### config.mk
export PLATFORM = sky130hd
export DESIGN_NAME = hds_cordic
export DESIGN_NICKNAME = d
export VERILOG_FILES = /design/src/design/hemisphere_direction_sampler_macros.svh /design/src/design/hds_pkg.sv /design/src/design/hds_cordic.sv
export SDC_FILE = /design/constraint.sdc
export NUM_CORES = 2
export LEC_CHECK = 0
export ABC_CLOCK_PERIOD_IN_PS = 5100
export BUFFER_PORTS_ARGS = -buffer_cell sky130_fd_sc_hd__buf_4
export CAP_MARGIN = 10
export CORE_MARGIN = 8
export CORE_UTILIZATION = 25
export CTS_CLUSTER_DIAMETER = 60
export DETAILED_ROUTE_END_ITERATION = 6
export GPL_TIMING_DRIVEN = 0
export SLEW_MARGIN = 30
export SYNTH_ARGS = -nofsm -noshare
export SYNTH_HDL_FRONTEND = slang
export SYNTH_SLANG_ARGS = --single-unit
### constraint.sdc
create_clock -name clk_i -period 5.1 [get_ports clk_i]
set_clock_uncertainty 0.05 [all_clocks]
set_input_delay 0.255 -clock clk_i [delete_from_list [all_inputs] [get_ports clk_i]]
set_output_delay 0.255 -clock clk_i [all_outputs]
set_load 0.02 [all_outputs]
### src/design/hemisphere_direction_sampler_macros.svh
// Assertion macros for the hemisphere direction sampler.
// Included by the files that assert; depends on nothing.
`ifndef HEMISPHERE_DIRECTION_SAMPLER_MACROS_SVH
`define HEMISPHERE_DIRECTION_SAMPLER_MACROS_SVH
`ifndef ASSERT_OFF
`define HDS_ASSERT(lbl, clk, rstn, prop) \
  lbl: assert property (@(posedge clk) disable iff (!rstn) prop) \
    else $error("hds: check failed");
`define HDS_ASSERT_RST(lbl, clk, prop) \
  lbl: assert property (@(posedge clk) prop) else $error("hds: reset check failed");
`else
`define HDS_ASSERT(lbl, clk, rstn, prop)
`define HDS_ASSERT_RST(lbl, clk, prop)
`endif
`endif

### src/design/hds_pkg.sv
// Shared types, constants and helper functions of the hemisphere direction sampler.
// Used by hds_isqrt, hds_cordic and the top level; depends on nothing.
`default_nettype none

package hds_pkg;

  localparam int unsigned FRACTION_BITS_DEF   = 16;
  localparam int unsigned ROTATION_STAGES_DEF = 16;

  localparam int unsigned U_W     = 16;
  localparam int unsigned Z_W     = 15;
  localparam int unsigned D_W     = 16;
  localparam int unsigned OUT_W   = 16;
  localparam int unsigned SQ_OP_W = 34;
  localparam int unsigned SQ_RT_W = SQ_OP_W / 2;
  localparam int unsigned RESID_W = 14;
  localparam int unsigned PI_W    = 33;
  localparam int unsigned THETA_W = 31;
  localparam int unsigned ANG_W   = 33;

  localparam logic [PI_W-1:0]  TWO_PI_Q30      = 33'd6746518852;
  localparam logic [63:0]      INV_GAIN_Q32    = 64'd2608131496;
  localparam logic [D_W-1:0]   UNIFORM_DENSITY = 16'd10430;
  localparam logic [19:0]      TWO_OVER_PI_Q20 = 20'd667544;
  localparam logic [D_W-1:0]   DENSITY_MAX     = 16'd20861;
  localparam logic [SQ_RT_W-1:0] RADIUS_MAX    = 17'd65536;
  localparam logic [Z_W-1:0]   Z_MAX           = 15'd32767;

  typedef enum logic [1:0] {
    QUAD_0 = 2'd0,
    QUAD_1 = 2'd1,
    QUAD_2 = 2'd2,
    QUAD_3 = 2'd3
  } quad_e;

  typedef struct packed {
    logic               mode;
    logic [U_W-1:0]     u1;
    quad_e              quad;
    logic [THETA_W-1:0] theta;
  } sq_side_t;

  typedef struct packed {
    logic                 mode;
    quad_e                quad;
    logic [Z_W-1:0]       z15;
    logic [D_W-1:0]       density;
    logic [SQ_RT_W-1:0]   radius;
  } rot_side_t;

  localparam logic [31:0] BASE_ANG [11] = '{
    32'd843314857, 32'd497837829, 32'd263043837, 32'd133525159, 32'd67021687,
    32'd33543516, 32'd16775851, 32'd8388437, 32'd4194283, 32'd2097149, 32'd1048576
  };

  function automatic logic [ANG_W-1:0] cordic_angle(input int unsigned i);
    logic [ANG_W-1:0] a;
    if (i < 11) begin
      a = ANG_W'(BASE_ANG[i]);
    end else if (i <= 30) begin
      a = ANG_W'(1) << (30 - i);
    end else begin
      a = '0;
    end
    return a;
  endfunction

  function automatic logic [63:0] cordic_x0(input int unsigned f);
    logic [63:0] v;
    if (f >= 32) begin
      v = INV_GAIN_Q32;
    end else begin
      v = (INV_GAIN_Q32 + (64'd1 << (31 - f))) >> (32 - f);
    end
    return v;
  endfunction

endpackage

`default_nettype wire

### src/design/hds_cordic.sv
// Pipelined CORDIC rotator giving cos and sin of an angle in [0, pi/2).
// Depends on hds_pkg for the stage angles and the start value.
`default_nettype none

module hds_cordic import hds_pkg::*; #(
  parameter int unsigned FRAC_W = FRACTION_BITS_DEF,
  parameter int unsigned STAGES = ROTATION_STAGES_DEF,
  parameter int unsigned SIDE_W = 1
) (
  input  wire logic                        clk_i,
  input  wire logic                        rst_ni,
  input  wire logic                        valid_i,
  input  wire logic [THETA_W-1:0]          angle_i,
  input  wire logic [SIDE_W-1:0]           side_i,
  output logic                             valid_o,
  output logic signed [FRAC_W+1:0]         cos_o,
  output logic signed [FRAC_W+1:0]         sin_o,
  output logic [SIDE_W-1:0]                side_o
);

  localparam int unsigned TRIG_W = FRAC_W + 2;
  localparam logic signed [TRIG_W-1:0] X0 = TRIG_W'(cordic_x0(FRAC_W));

  logic                       vld_q  [STAGES+1];
  logic signed [TRIG_W-1:0]   x_q    [STAGES+1];
  logic signed [TRIG_W-1:0]   y_q    [STAGES+1];
  logic signed [ANG_W-1:0]    z_q    [STAGES+1];
  logic [SIDE_W-1:0]          side_q [STAGES+1];

  assign vld_q[0]  = valid_i;
  assign x_q[0]    = X0;
  assign y_q[0]    = '0;
  assign z_q[0]    = ANG_W'(angle_i);
  assign side_q[0] = side_i;

  for (genvar s = 0; s < STAGES; s++) begin : g_stage
    localparam logic signed [ANG_W-1:0] ANG = cordic_angle(s);
    logic signed [TRIG_W-1:0] dx;
    logic signed [TRIG_W-1:0] dy;
    logic signed [TRIG_W-1:0] x_d;
    logic signed [TRIG_W-1:0] y_d;
    logic signed [ANG_W-1:0]  z_d;

    always_comb begin
      dx = y_q[s] >>> s;
      dy = x_q[s] >>> s;
      if (!z_q[s][ANG_W-1]) begin
        x_d = x_q[s] - dx;
        y_d = y_q[s] + dy;
        z_d = z_q[s] - ANG;
      end else begin
        x_d = x_q[s] + dx;
        y_d = y_q[s] - dy;
        z_d = z_q[s] + ANG;
      end
    end

    always_ff @(posedge clk_i or negedge rst_ni) begin
      if (!rst_ni) begin
        vld_q[s+1] <= 1'b0;
      end else begin
        vld_q[s+1] <= vld_q[s];
      end
    end

    always_ff @(posedge clk_i) begin
      x_q[s+1]    <= x_d;
      y_q[s+1]    <= y_d;
      z_q[s+1]    <= z_d;
      side_q[s+1] <= side_q[s];
    end
  end

  assign valid_o = vld_q[STAGES];
  assign cos_o   = x_q[STAGES];
  assign sin_o   = y_q[STAGES];
  assign side_o  = side_q[STAGES];

endmodule

`default_nettype wire

# Word-level counts from Yosys, hierarchy flattened
# Index checks and enable logic that the tools add are counted.
op_classes:
  n_addsub: 85
  multipliers: 0
  div_mod_pow: 0
  order_cmp: 0
  n_eq_ne: 0
  shifts: 0
  mux: 44
  bitwise: 0
  reduce_logical: 0
ops:
  columns: ["cell", "count"]
  rows:
  - ["18-bit two-way mux", 28]
  - ["33-bit two-way mux", 14]
  - ["33-bit by 22-bit adder with 33-bit output, second input constant", 2]
  - ["33-bit by 22-bit subtractor with 33-bit output, second input constant", 2]
  - ["18-bit by 10-bit adder with 18-bit output", 2]
  - ["18-bit by 11-bit adder with 18-bit output", 2]
  - ["18-bit by 12-bit adder with 18-bit output", 2]
  - ["18-bit by 13-bit adder with 18-bit output", 2]
  - ["18-bit by 14-bit adder with 18-bit output", 2]
  - ["18-bit by 15-bit adder with 18-bit output", 2]
  - ["18-bit by 3-bit adder with 18-bit output", 2]
  - ["18-bit by 4-bit adder with 18-bit output", 2]
  - ["18-bit by 5-bit adder with 18-bit output", 2]
  - ["18-bit by 6-bit adder with 18-bit output", 2]
  - ["18-bit by 7-bit adder with 18-bit output", 2]
  - ["18-bit by 8-bit adder with 18-bit output", 2]
  - ["18-bit by 9-bit adder with 18-bit output", 2]
  - ["18-bit by 10-bit subtractor with 18-bit output", 2]
  - ["18-bit by 11-bit subtractor with 18-bit output", 2]
  - ["18-bit by 12-bit subtractor with 18-bit output", 2]
  - ["18-bit by 13-bit subtractor with 18-bit output", 2]
  - ["18-bit by 14-bit subtractor with 18-bit output", 2]
  - ["18-bit by 15-bit subtractor with 18-bit output", 2]
  - ["18-bit by 3-bit subtractor with 18-bit output", 2]
  - ["other kinds (34)", 43]
totals:
  reg_bits: 1062
  latchBits: 0
  ramBits: 0
  rom_bits: 0
  in_bits: 35
  out_inout_bits: 38
  wordCells: 206
  memories: 0

# Logic depth before layout (Yosys ltp)
logic_depth:
  depth_word: 2
  depth_mapped: 17

# Worst setup path after synthesis
# No wires, ideal clock.
synth_path:
  path_kind: "register to register"
  from: "reg z_q[362] (netlist name)"
  to: "reg z_q[323] (netlist name)"
  setup_ns: 0.072
  arrival_ns: 3.920
  setup_slack_ns: 1.058
  path_stages_with_launch: 15
  n_path_buf: 2
  synth_period_minus_slack_ns: 4.042
  cell_sequence: "dfxtp_1 > clkbuf_1 > buf_1 > inv_1 > ha_1 > nor2b_1 > o21a_1 > o21ai_2 > a311oi_1 > nor3_2 > and4b_1 > o41a_1 > and3_4 > a311oi_2 > xnor2_1"
synth_via:
  elab_chain_cells: 1
synth_lines:
  columns: ["item", "line", "source"]
  rows:
  - ["start, declared", "hds_cordic.sv:27", "logic signed [ANG_W-1:0] z_q [STAGES+1];"]
  - ["start signal, assigned by index", "hds_cordic.sv:69", "z_q[s+1] <= z_d;"]
  - ["33-bit two-way mux", "hds_cordic.sv:47", "if (!z_q[s][ANG_W-1]) begin"]
  - ["net g_stage[6].z_d[26]", "hds_cordic.sv:42", "logic signed [ANG_W-1:0] z_d;"]
# The timed path passes the listed nets, and every way through them passes these cells.

# Worst setup path after layout
layout_path:
  from: "reg z_q[362] (netlist name)"
  to: "reg z_q[327] (netlist name)"
# The elaborated chain is that of the path after synthesis.

==> results_dict.tcl <==
set metrics [dict create \
    grt.overflow.total 0 \
    wl_per_cell_um 12.2 \
    dp_hpwl_um 97600 \
    syn_area_um2 58900 \
    grt_pass1_wl_um 205000 \
    synthCells 6610 \
    slew_headroom_pct 41.2 \
    grt_pass1_vias 44669 \
    synth_ff_type "dfxtp_1" \
    drt_iter0_drc 1801 \
    fin_crit_sh_pct 93.1 \
    area_growth_pct 14.3 \
    antenna_cells 0 \
    dieArea_um2 252000 \
    ys_warn_count 0 \
    clkSlewWorstSetupHoldPaths_ns 0.06 \
    period_needed_ns 4.75 \
    clock_sinks 916 \
    synthTopCellsByArea "dfxtp_1 (31%), ha_1 (18%), xnor2_1 (8.8%), a21oi_1 (5.1%), nor2_1 (3.9%)" \
    r2r_start "z_q[362]" \
    avgSynthCellArea_um2 8.92 \
    drc_errors 1 \
    hp-class "in2reg" \
    synth_edf_count 0 \
    drv_cap 0 \
    grt_usage_pct 9.35 \
    yosysTopAreaCell "dfxtp_1" \
    die_h_um 502 \
    violations "DRC" \
    crit_type "reg2reg" \
    synth-seq-area-share_pct 31.2 \
    htreeDepth 3 \
    cts_buffers 101 \
    pin_count 73 \
    syn-num-nets 7546 \
    port_buffers 72 \
    finalMaxSlewViolations 0 \
    clk_latency_ns 0.72 \
    synth-async-reset-ratio_pct 1.75 \
    drt_pass1_iterations 7 \
    arrival_ns 5.35 \
    rsz0062_at_grt "no" \
    status "finished, violations left" \
    worstPathRequired_ns 5.70 \
    rows 178 \
    tritoncts "yes" \
    drt-total-wl_um 122000 \
    nFillCells 24721 \
    layout_commonest_cell "dfxtp_1" \
    core_area_um2 235000 \
    gp_congestion 0.878 \
    fp.dieW_um 502 \
    vias 44908 \
    layout_common_cells "dfxtp_1 (893), ha_1 (863), nor2_1 (605)" \
    cp-end-kind "register" \
    grt_antenna_before_repair 0 \
    nNetsFinal 7783 \
    worstMarginPinSlew_ns 0.871 \
    clock_path_buffers 3 \
    cp-start-kind "register" \
    final_hold_viol_count 0 \
    drive_above_1_share_pct 5.17 \
    timing.fmax_ghz 0.211 \
    tns_ns 0 \
    cp-startpoint "z_q[362]" \
    setup_violations 0 \
    floorplan.initialDensity_pct 25.1 \
    cp_max_fo 24 \
    holdCritStartpoint "side_i" \
    synth_top_area_share_pct 30.6 \
    ant_nets 0 \
    root_buffer "clkbuf_16" \
    ys_seq_elements 916 \
    via_per_inst 4.46 \
    grt_max_degree 30 \
    synth_cell_type_count 89 \
]
## flip-flops by register name (all words and copies together), names as in the netlist
| signal | cells |
|---|---|
| sin_o | 18 |
| side_o | 1 |
| z_q | 382 |
| g_stage.dy | 117 |
| cos_o | 18 |
| x_q | 117 |
| g_stage.dx | 115 |
| vld_q | 15 |
| side_q | 15 |
| y_q | 117 |
| valid_o | 1 |
## stage by stage
step,worst slack (ns),cell area (um2),hold WS (ns),std cells,utilization (%)
CTS,0.0187,67400,0.0551,10080,28.7
global placement,0.0506,63400,0.0609,9832,27.0
detailed placement,0.0299,63400,0.0691,9832,27.0
global route,0.0593,67400,0.0908,10080,28.7
floorplan,1.06,58900,-0.0906,6610,-
finish,0.353,67400,0.145,10080,28.7
## worst paths after layout
check                      slack, ns    endpoint  depth (start not counted)
setup reg to reg                0.35    z_q[327]                         14
setup / recovery                0.35    z_q[327]                         14
min in group asynchronous       0.64    vld_q[7]                          3
hold reg to reg                 0.28    z_q[331]                          0
hold / removal                  0.15  side_q[15]                          2
max in group asynchronous       3.93    vld_q[8]                          3
## area by class of cell
class / instances / area, um2 / share of cell area, %
Timing Repair Buffer: 134 / 1160 / 1.72
Sequential cell: 916 / 18400 / 27.3
Clock buffer: 135 / 2780 / 4.12
Buffer: 96 / 510 / 0.757
Tap cell: 3150 / 3940 / 5.85
Multi-Input combinational cell: 5218 / 38600 / 57.3
Clock inverter: 51 / 564 / 0.837
Inverter: 380 / 1430 / 2.12
## kinds of logic after synthesis
group,count (synthesis),share of synthesized area [%]
AOI/OAI and AO/OA,1795,19.3
xor gates and xnor gates,851,12.6
adders and majority gates,901,19.6
buffers and inverters,476,3.28
DFF,916,31.2
muxes,53,0.945
and+or+nand+nor,1618,13.0
## what timing repair did
item / in CTS / in global routing
setup endpoints to repair: 0 / 12
setup buffers: 0 / 0
hold endpoints to repair: 50 / 0
gates resized for setup: 0 / 4
hold buffers: 62 / 0
## layer usage
metal	up-vias	part of all wire [%]	global-route usage (%)
met5	-	0	0
met4	0	3.5	3.40
met3	271	3.2	1.67
met2	605	49	17.5
met1	20048	44	10.5
li1	23984	-	-
## critical path, cell delays in order (launching register included)
cell      delay, ns
dfxtp_2        0.65
clkbuf_1       0.44
buf_1          0.45
inv_1          0.40
ha_1           0.44
nor2b_1        0.14
o21a_1         0.19
o21ai_2        0.16
a311oi_1       0.19
nor3_2         0.27
and4b_1        0.25
o41a_1         0.37
and3_4         0.22
a221oi_2       0.28
xnor2_1        0.16
## cell usage after synthesis, drive strengths merged, types with 91 or more instances
cell type / number
o21a: 131
a21oi: 604
nand3: 115
ha: 863
dfxtp: 900
xor2: 257
xnor2: 594
nor2b: 91
nor3: 177
a21o: 233
inv: 377
nor2: 605
o21ai: 355
nand2: 277
Power is left out: the tool's default activity adds up to more than one toggle a clock period on the data nets, which glitch-free logic cannot reach.
