<file path="config.mk">
export PLATFORM = sky130hd
export DESIGN_NAME = hds_isqrt
export DESIGN_NICKNAME = d
export VERILOG_FILES = /design/src/design/hemisphere_direction_sampler_macros.svh /design/src/design/hds_pkg.sv /design/src/design/hds_isqrt.sv
export SDC_FILE = /design/constraint.sdc
export NUM_CORES = 2
export LEC_CHECK = 0
export BUFFER_PORTS_ARGS = -buffer_cell sky130_fd_sc_hd__buf_2
export CAP_MARGIN = 0
export CORE_ASPECT_RATIO = 0.8
export CORE_MARGIN = 4
export CORE_UTILIZATION = 56
export DETAILED_ROUTE_END_ITERATION = 7
export HOLD_SLACK_MARGIN = 0.12
export PLACE_DENSITY = 0.75
export SYNTH_ARGS = -nofsm -noshare
export SYNTH_HDL_FRONTEND = slang
export SYNTH_SLANG_ARGS = --single-unit
</file>
<file path="constraint.sdc">
create_clock -name clk_i -period 2.58 [get_ports clk_i]
set_input_delay 0.258 -clock clk_i [delete_from_list [all_inputs] [get_ports clk_i]]
set_output_delay 0.258 -clock clk_i [all_outputs]
set_load 0.01 [all_outputs]
</file>
<file path="src/design/hemisphere_direction_sampler_macros.svh">
// Assertion macros for the hemisphere direction sampler.
// Included by the files that assert; depends on nothing.
`ifndef HEMISPHERE_DIRECTION_SAMPLER_MACROS_SVH
`define HEMISPHERE_DIRECTION_SAMPLER_MACROS_SVH
`ifndef ASSERT_OFF
`define HDS_ASSERT(lbl, clk, rstn, prop) \
  lbl: assert property (@(posedge clk) disable iff (!rstn) prop) \
    else $error("hds: check failed");
`define HDS_ASSERT_RST(lbl, clk, prop) \
  lbl: assert property (@(posedge clk) prop) else $error("hds: reset check failed");
`else
`define HDS_ASSERT(lbl, clk, rstn, prop)
`define HDS_ASSERT_RST(lbl, clk, prop)
`endif
`endif

</file>
<file path="src/design/hds_pkg.sv">
// Shared types, constants and helper functions of the hemisphere direction sampler.
// Used by hds_isqrt, hds_cordic and the top level; depends on nothing.
`default_nettype none

package hds_pkg;

  localparam int unsigned FRACTION_BITS_DEF   = 16;
  localparam int unsigned ROTATION_STAGES_DEF = 16;

  localparam int unsigned U_W     = 16;
  localparam int unsigned Z_W     = 15;
  localparam int unsigned D_W     = 16;
  localparam int unsigned OUT_W   = 16;
  localparam int unsigned SQ_OP_W = 34;
  localparam int unsigned SQ_RT_W = SQ_OP_W / 2;
  localparam int unsigned RESID_W = 14;
  localparam int unsigned PI_W    = 33;
  localparam int unsigned THETA_W = 31;
  localparam int unsigned ANG_W   = 33;

  localparam logic [PI_W-1:0]  TWO_PI_Q30      = 33'd6746518852;
  localparam logic [63:0]      INV_GAIN_Q32    = 64'd2608131496;
  localparam logic [D_W-1:0]   UNIFORM_DENSITY = 16'd10430;
  localparam logic [19:0]      TWO_OVER_PI_Q20 = 20'd667544;
  localparam logic [D_W-1:0]   DENSITY_MAX     = 16'd20861;
  localparam logic [SQ_RT_W-1:0] RADIUS_MAX    = 17'd65536;
  localparam logic [Z_W-1:0]   Z_MAX           = 15'd32767;

  typedef enum logic [1:0] {
    QUAD_0 = 2'd0,
    QUAD_1 = 2'd1,
    QUAD_2 = 2'd2,
    QUAD_3 = 2'd3
  } quad_e;

  typedef struct packed {
    logic               mode;
    logic [U_W-1:0]     u1;
    quad_e              quad;
    logic [THETA_W-1:0] theta;
  } sq_side_t;

  typedef struct packed {
    logic                 mode;
    quad_e                quad;
    logic [Z_W-1:0]       z15;
    logic [D_W-1:0]       density;
    logic [SQ_RT_W-1:0]   radius;
  } rot_side_t;

  localparam logic [31:0] BASE_ANG [11] = '{
    32'd843314857, 32'd497837829, 32'd263043837, 32'd133525159, 32'd67021687,
    32'd33543516, 32'd16775851, 32'd8388437, 32'd4194283, 32'd2097149, 32'd1048576
  };

  function automatic logic [ANG_W-1:0] cordic_angle(input int unsigned i);
    logic [ANG_W-1:0] a;
    if (i < 11) begin
      a = ANG_W'(BASE_ANG[i]);
    end else if (i <= 30) begin
      a = ANG_W'(1) << (30 - i);
    end else begin
      a = '0;
    end
    return a;
  endfunction

  function automatic logic [63:0] cordic_x0(input int unsigned f);
    logic [63:0] v;
    if (f >= 32) begin
      v = INV_GAIN_Q32;
    end else begin
      v = (INV_GAIN_Q32 + (64'd1 << (31 - f))) >> (32 - f);
    end
    return v;
  endfunction

endpackage

`default_nettype wire

</file>
<file path="src/design/hds_isqrt.sv">
// Two-lane pipelined integer square root, one root bit per stage.
// Depends on hds_pkg.
`default_nettype none

module hds_isqrt import hds_pkg::*; #(
  parameter int unsigned OP_W   = SQ_OP_W,
  parameter int unsigned SIDE_W = 1
) (
  input  wire logic                          clk_i,
  input  wire logic                          rst_ni,
  input  wire logic                          valid_i,
  input  wire logic [1:0][OP_W-1:0]          op_i,
  input  wire logic [SIDE_W-1:0]             side_i,
  output logic                               valid_o,
  output logic [1:0][OP_W/2-1:0]             root_o,
  output logic [SIDE_W-1:0]                  side_o
);

  localparam int unsigned RT_W  = OP_W / 2;
  localparam int unsigned REM_W = RT_W + 3;

  logic                          vld_q  [RT_W+1];
  logic [1:0][OP_W-1:0]          op_q   [RT_W+1];
  logic [1:0][REM_W-1:0]         rem_q  [RT_W+1];
  logic [1:0][RT_W-1:0]          root_q [RT_W+1];
  logic [SIDE_W-1:0]             side_q [RT_W+1];

  assign vld_q[0]  = valid_i;
  assign op_q[0]   = op_i;
  assign rem_q[0]  = '0;
  assign root_q[0] = '0;
  assign side_q[0] = side_i;

  for (genvar s = 0; s < RT_W; s++) begin : g_stage
    logic [1:0][OP_W-1:0]  op_d;
    logic [1:0][REM_W-1:0] rem_d;
    logic [1:0][RT_W-1:0]  root_d;

    for (genvar l = 0; l < 2; l++) begin : g_lane
      logic [REM_W-1:0] rem_sh;
      logic [REM_W-1:0] trial;
      logic             ge;

      always_comb begin
        rem_sh    = {rem_q[s][l][REM_W-3:0], op_q[s][l][OP_W-1 -: 2]};
        trial     = REM_W'({root_q[s][l][RT_W-2:0], 2'b01});
        ge        = rem_sh >= trial;
        rem_d[l]  = ge ? rem_sh - trial : rem_sh;
        root_d[l] = {root_q[s][l][RT_W-2:0], ge};
        op_d[l]   = op_q[s][l] << 2;
      end
    end

    always_ff @(posedge clk_i or negedge rst_ni) begin
      if (!rst_ni) begin
        vld_q[s+1] <= 1'b0;
      end else begin
        vld_q[s+1] <= vld_q[s];
      end
    end

    always_ff @(posedge clk_i) begin
      op_q[s+1]   <= op_d;
      rem_q[s+1]  <= rem_d;
      root_q[s+1] <= root_d;
      side_q[s+1] <= side_q[s];
    end
  end

  assign valid_o = vld_q[RT_W];
  assign root_o  = root_q[RT_W];
  assign side_o  = side_q[RT_W];

endmodule

`default_nettype wire

</file>
# Word level (Yosys, flattened, before mapping)
# Cells that the tools add are included.
dict set report totals {
  input_bits 72
  elab_cells 232
  reg_bits 1430
  output_inout_bits 36
}
dict set report op_classes {
  order_cmp 34
  muxes 32
  addsub 32
}
# operator count
set ops {}
lappend ops {{two-way mux 18 bit} 30}
lappend ops {{greater-or-equal comparator 20 x 10 -> 1 bit} 2}
lappend ops {{greater-or-equal comparator 20 x 11 -> 1 bit} 2}
lappend ops {{greater-or-equal comparator 20 x 12 -> 1 bit} 2}
lappend ops {{greater-or-equal comparator 20 x 13 -> 1 bit} 2}
lappend ops {{greater-or-equal comparator 20 x 14 -> 1 bit} 2}
lappend ops {{greater-or-equal comparator 20 x 15 -> 1 bit} 2}
lappend ops {{greater-or-equal comparator 20 x 16 -> 1 bit} 2}
lappend ops {{greater-or-equal comparator 20 x 17 -> 1 bit} 2}
lappend ops {{greater-or-equal comparator 20 x 18 -> 1 bit} 2}
lappend ops {{greater-or-equal comparator 20 x 3 -> 1 bit} 2}
lappend ops {{greater-or-equal comparator 20 x 4 -> 1 bit} 2}
lappend ops {{greater-or-equal comparator 20 x 5 -> 1 bit} 2}
lappend ops {{greater-or-equal comparator 20 x 6 -> 1 bit} 2}
lappend ops {{greater-or-equal comparator 20 x 7 -> 1 bit} 2}
lappend ops {{greater-or-equal comparator 20 x 8 -> 1 bit} 2}
lappend ops {{greater-or-equal comparator 20 x 9 -> 1 bit} 2}
lappend ops {{subtractor 18 x 10 -> 18 bit} 2}
lappend ops {{subtractor 18 x 11 -> 18 bit} 2}
lappend ops {{subtractor 18 x 12 -> 18 bit} 2}
lappend ops {{subtractor 18 x 13 -> 18 bit} 2}
lappend ops {{subtractor 18 x 14 -> 18 bit} 2}
lappend ops {{subtractor 18 x 15 -> 18 bit} 2}
lappend ops {{subtractor 18 x 16 -> 18 bit} 2}
lappend ops {{11 further kinds} 22}

# Depth between registers and ports, before layout
dict set report depth {
  ltp_word 2
  ltp_mapped 12
  depth_no_buf 10
}

# Least setup slack after synthesis
# OpenSTA, ideal clock, no wires.
dict set report synth_timing {
  kind {flip-flop to flip-flop}
  from {reg root_q, in the netlist g_stage[15].g_lane[0].trial[2]}
  to {reg rem_q, in the netlist g_stage[16].g_lane[0].rem_sh[13]}
  synth_period_minus_slack_ns 2.634
  arrival_ns 2.514
  path_slack_ns -0.054
  t_required_ns 2.459
  path_buffers 1
  path_stages_with_launch 11
  setup_time_ns 0.121
  path_cell_list {dfxtp_1 inv_1 ha_1 nor2b_1 o21ai_0 a21oi_1 o21bai_1 o31a_1 o221ai_1 buf_2 mux2_2}
}
# element line_no
set synth_lines {}
lappend synth_lines {{start, declared} hds_isqrt.sv:25} ;# logic [1:0][RT_W-1:0] root_q [RT_W+1];
lappend synth_lines {{start signal, assigned by index} hds_isqrt.sv:65} ;# root_q[s+1] <= root_d;
lappend synth_lines {{end signal, assigned by index} hds_isqrt.sv:64} ;# rem_q[s+1] <= rem_d;
lappend synth_lines {{end, declared} hds_isqrt.sv:24} ;# logic [1:0][REM_W-1:0] rem_q [RT_W+1];

==> metrics.md <==
| Metric | Value |
|---|---|
| Routed len/inst | approximately 15 um |
| Critical path peak fanout | 3 |
| Detailed-placement wirelength estimate | 67.69 mm |
| First-pass GRT wire length | 154.8 mm |
| Antenna violations before repair | 0 |
| Hold Crit Class | input port to flip-flop |
| Critical path's largest stage delay | 0.53 ns |
| CP bufs+invs | 0 |
| MaxCap Viol Count | 0 |
| Synthesized area per cell | 10.66 um2 |
| Post-synthesis sequential area ratio | 0.5621 |
| RSZ-0062 raised after global routing | yes |
| Count of final hold-check violations | 0 |
| FFs w/ async S/R, synth | 0.01197 |
| I/O pins | 108 |
| Outcome | finished clean |
| Crit end category | flip-flop |
| Placed Instance Area | ~54,000 um2 |
| Count leader, synth | dfxtp_1 |
| FMAX | 0.3970 GHz |
| Worst-Skew Late Latency | 0.72 ns |
| Slowest CP cell | or4_4 |
| Period utilisation layout | 0.9763 |
| Power per cell area | between 1000 and 1500 nW/um2 |
| TritonCTS buffer count | about 130 |
| CTS tree | built |
| Cell Rows | 98 |
| Chip Height | 277.2 um |
| Clk sinks | 1,420 |
| Effective utilization at floorplan | 0.5660 |
| Crit Path Class | flip-flop to flip-flop |
| Cell variety after synth | 84 |
| Pre-CTS setup slack | -0.06707 ns |
| Largest net degree at the start of global routing | 23 |
| Routability cong. | just under 0.9 |
| Post-route cell area | 59,540 um2 |
| R2R depth | 7 |
| Met1 Routed Length | 44.47 mm |
| Share of the synthesized area in the top cell type | 0.5537 |
| Cell accounting for the most synthesized area | dfxtp_1 |
| Clock Tree Buf Depth | 3 |
| Static Leak | 28.01 nW |
| Layout Skew | 0.02180 ns |
| CTS Root Cell | clkbuf_16 |
| DIE AREA | 95,500 um2 |
| Crit path cell chain | or4_4 > or3_4 > and3_4 > o2111a_2 > a21o_1 > or4b_4 > xnor2_2 |
| Clock Pin Slew Worst Setup and Hold Paths | 0.06 ns |
| EDFF count, synth | 0 |
| Metal2 WL | 42.86 mm |
| Share of cells above drive strength 1 | 0.1277 |
| Vias in the first global route | around 32,000 |
| Max transition margin | 0.5387 |
| DRC viols | 0 |
| # H-tree levels | 4 |
| PnR worst setup slack | 0.06112 ns |
| Seq cells post-synth | 1,420 |
| Max Used Layer | met4 |
| Slew at the pin closest to its max-slew limit | 0.6896 ns |
| Tot GR Track Use | 0.1939 |
| CORE AREA | around 90,000 um2 |
| Ys Warns | 0 |
| DRT antenna net count | 0 |
| Area contributors post-synth | dfxtp_1, ha_1, xnor2_1, inv_1, xor2_1 |
| Post-route minimum period | 2.519 ns |
| Synth top cells by count | dfxtp_1, inv_1, ha_1, nor2_1, a21oi_1 |
| Metal3 WL | 4.124 mm |
| Antenna cells | 0 |
| Drt via density | around 5.1 |
| Critical Path Stages | 7 |
| DRT Wirelength | around 94 mm |
| Mapped Cells | between 4,000 and 5,000 |
| Worst EP required | 3.18 ns |
| Startpoint Class | flip-flop |
| Worst path top cell family by delay | simple AND/OR/NAND/NOR gates |
| Final nets | 5,564 |
| Hold depth | 2 |
| Fin. max-slew vios | 0 |
| Area grow syn2layout | 17.37% |
| Congestion Overflow GR | 0 |
| Top FF cell, synth | dfxtp_1 |
| DRT Pass-1 Iters | 5 |
| Synthesized area | 50,730 um2 |
| Drt initial violations | 1,770 |
| Vias | 33,210 |
| I/O Buffers | 107 |
| Worst IR Drop VDD | roughly 0.00074 V |
| WP data arrival | roughly 3.1 ns |
| Final setup viols | 0 |
| Die Span X | 344.5 um |
==> power breakdown <==
part	internal (mW)	switching, mW
registers	25.8	2.64
logic	6.03	6.07
clock network	12.4	8.22
==> state kept, by name, indices dropped and copies added, names as in the netlist <==
register               flops
valid_o                    1
g_stage.g_lane.rem_sh    600
side_q                    16
side_o                     1
g_stage.op_d             480
g_stage.g_lane.trial     272
root_o                    34
vld_q                     16
==> final timing paths <==
check                                                  end  slack (ns)                       startpoint
min in group asynchronous                         vld_q[2]        0.65                           rst_ni
setup / recovery           g_stage[6].g_lane[1].rem_sh[16]        0.06  g_stage[5].g_lane[1].rem_sh[10]
max in group asynchronous                         vld_q[1]        1.48                           rst_ni
hold / removal                         g_stage[1].op_d[53]        0.17                         op_i[49]
hold reg to reg                        g_stage[8].op_d[61]        0.32              g_stage[7].op_d[59]
setup reg to reg           g_stage[6].g_lane[1].rem_sh[16]        0.06  g_stage[5].g_lane[1].rem_sh[10]
==> layout by cell type, fill, tap and decap left out, types with 90 or more instances in the layout <==
cell type,netlist,routed
o21ai_0,198,186
nor2_1,260,260
a21oi_1,256,247
buf_2,6,107
nor3_1,126,124
a21o_1,92,92
mux2_2,109,109
dfxtp_1,1403,1397
xor2_1,156,156
o21a_1,90,90
buf_4,0,111
clkbuf_16,0,137
nand2_1,228,225
inv_1,433,428
ha_1,342,337
xnor2_1,225,224
==> cell families after synthesis <==
kind of cell	synth area share
DFF	0.5621
buffers and inverters	0.03611
other	0.00007392
and+or+nand+nor	0.1117
AOI/OAI and AO/OA	0.1113
muxes	0.02834
adders and majority gates	0.08435
xor gates and xnor gates	0.06610
==> area by class of cell <==
type / instances / area, um2
fill: 6898 / 30090
sequential: 1420 / 28520
inverter: 433 / 1629
multi-input combinational: 2853 / 20740
timing repair buffer: 308 / 2372
tap: 1200 / 1501
clock buffer: 184 / 3895
clock inverter: 57 / 887.1
==> metrics by stage <==
stage / utilization / std cells / hold WS [ns] / total power, mW / TNS (ns)
finish: 0.6643 / 6455 / 0.1727 / 61.18 / 0
global route: 0.6643 / 6455 / 0.1401 / 64.52 / -0.09471
CTS: 0.6601 / 6449 / 0.1207 / 61.49 / 0
detailed placement: 0.5978 / 6130 / 0.1881 / 40.48 / -0.06707
global placement: 0.5978 / 6130 / 0.1818 / 40.21 / 0
floorplan: - / 4759 / -0.03759 / 37.06 / 0
==> timing repair <==
item | CTS | global route
gates resized for setup | 6 | 90
gates cloned | 0 | 1
setup endpoints to repair | 8 | 180
setup buffers | 0 | 5
pin swaps | 0 | 15
hold buffers | 78 | 0
hold endpoints to repair | 89 | 0
==> routing by layer <==
layer	up-vias	track usage
met4	0	0.06527
met2	652	0.3158
met3	181	0.03471
met1	15270	0.2610
met5	-	0
li1	17100	-
Note: power is estimated with default switching activity, not from simulation.
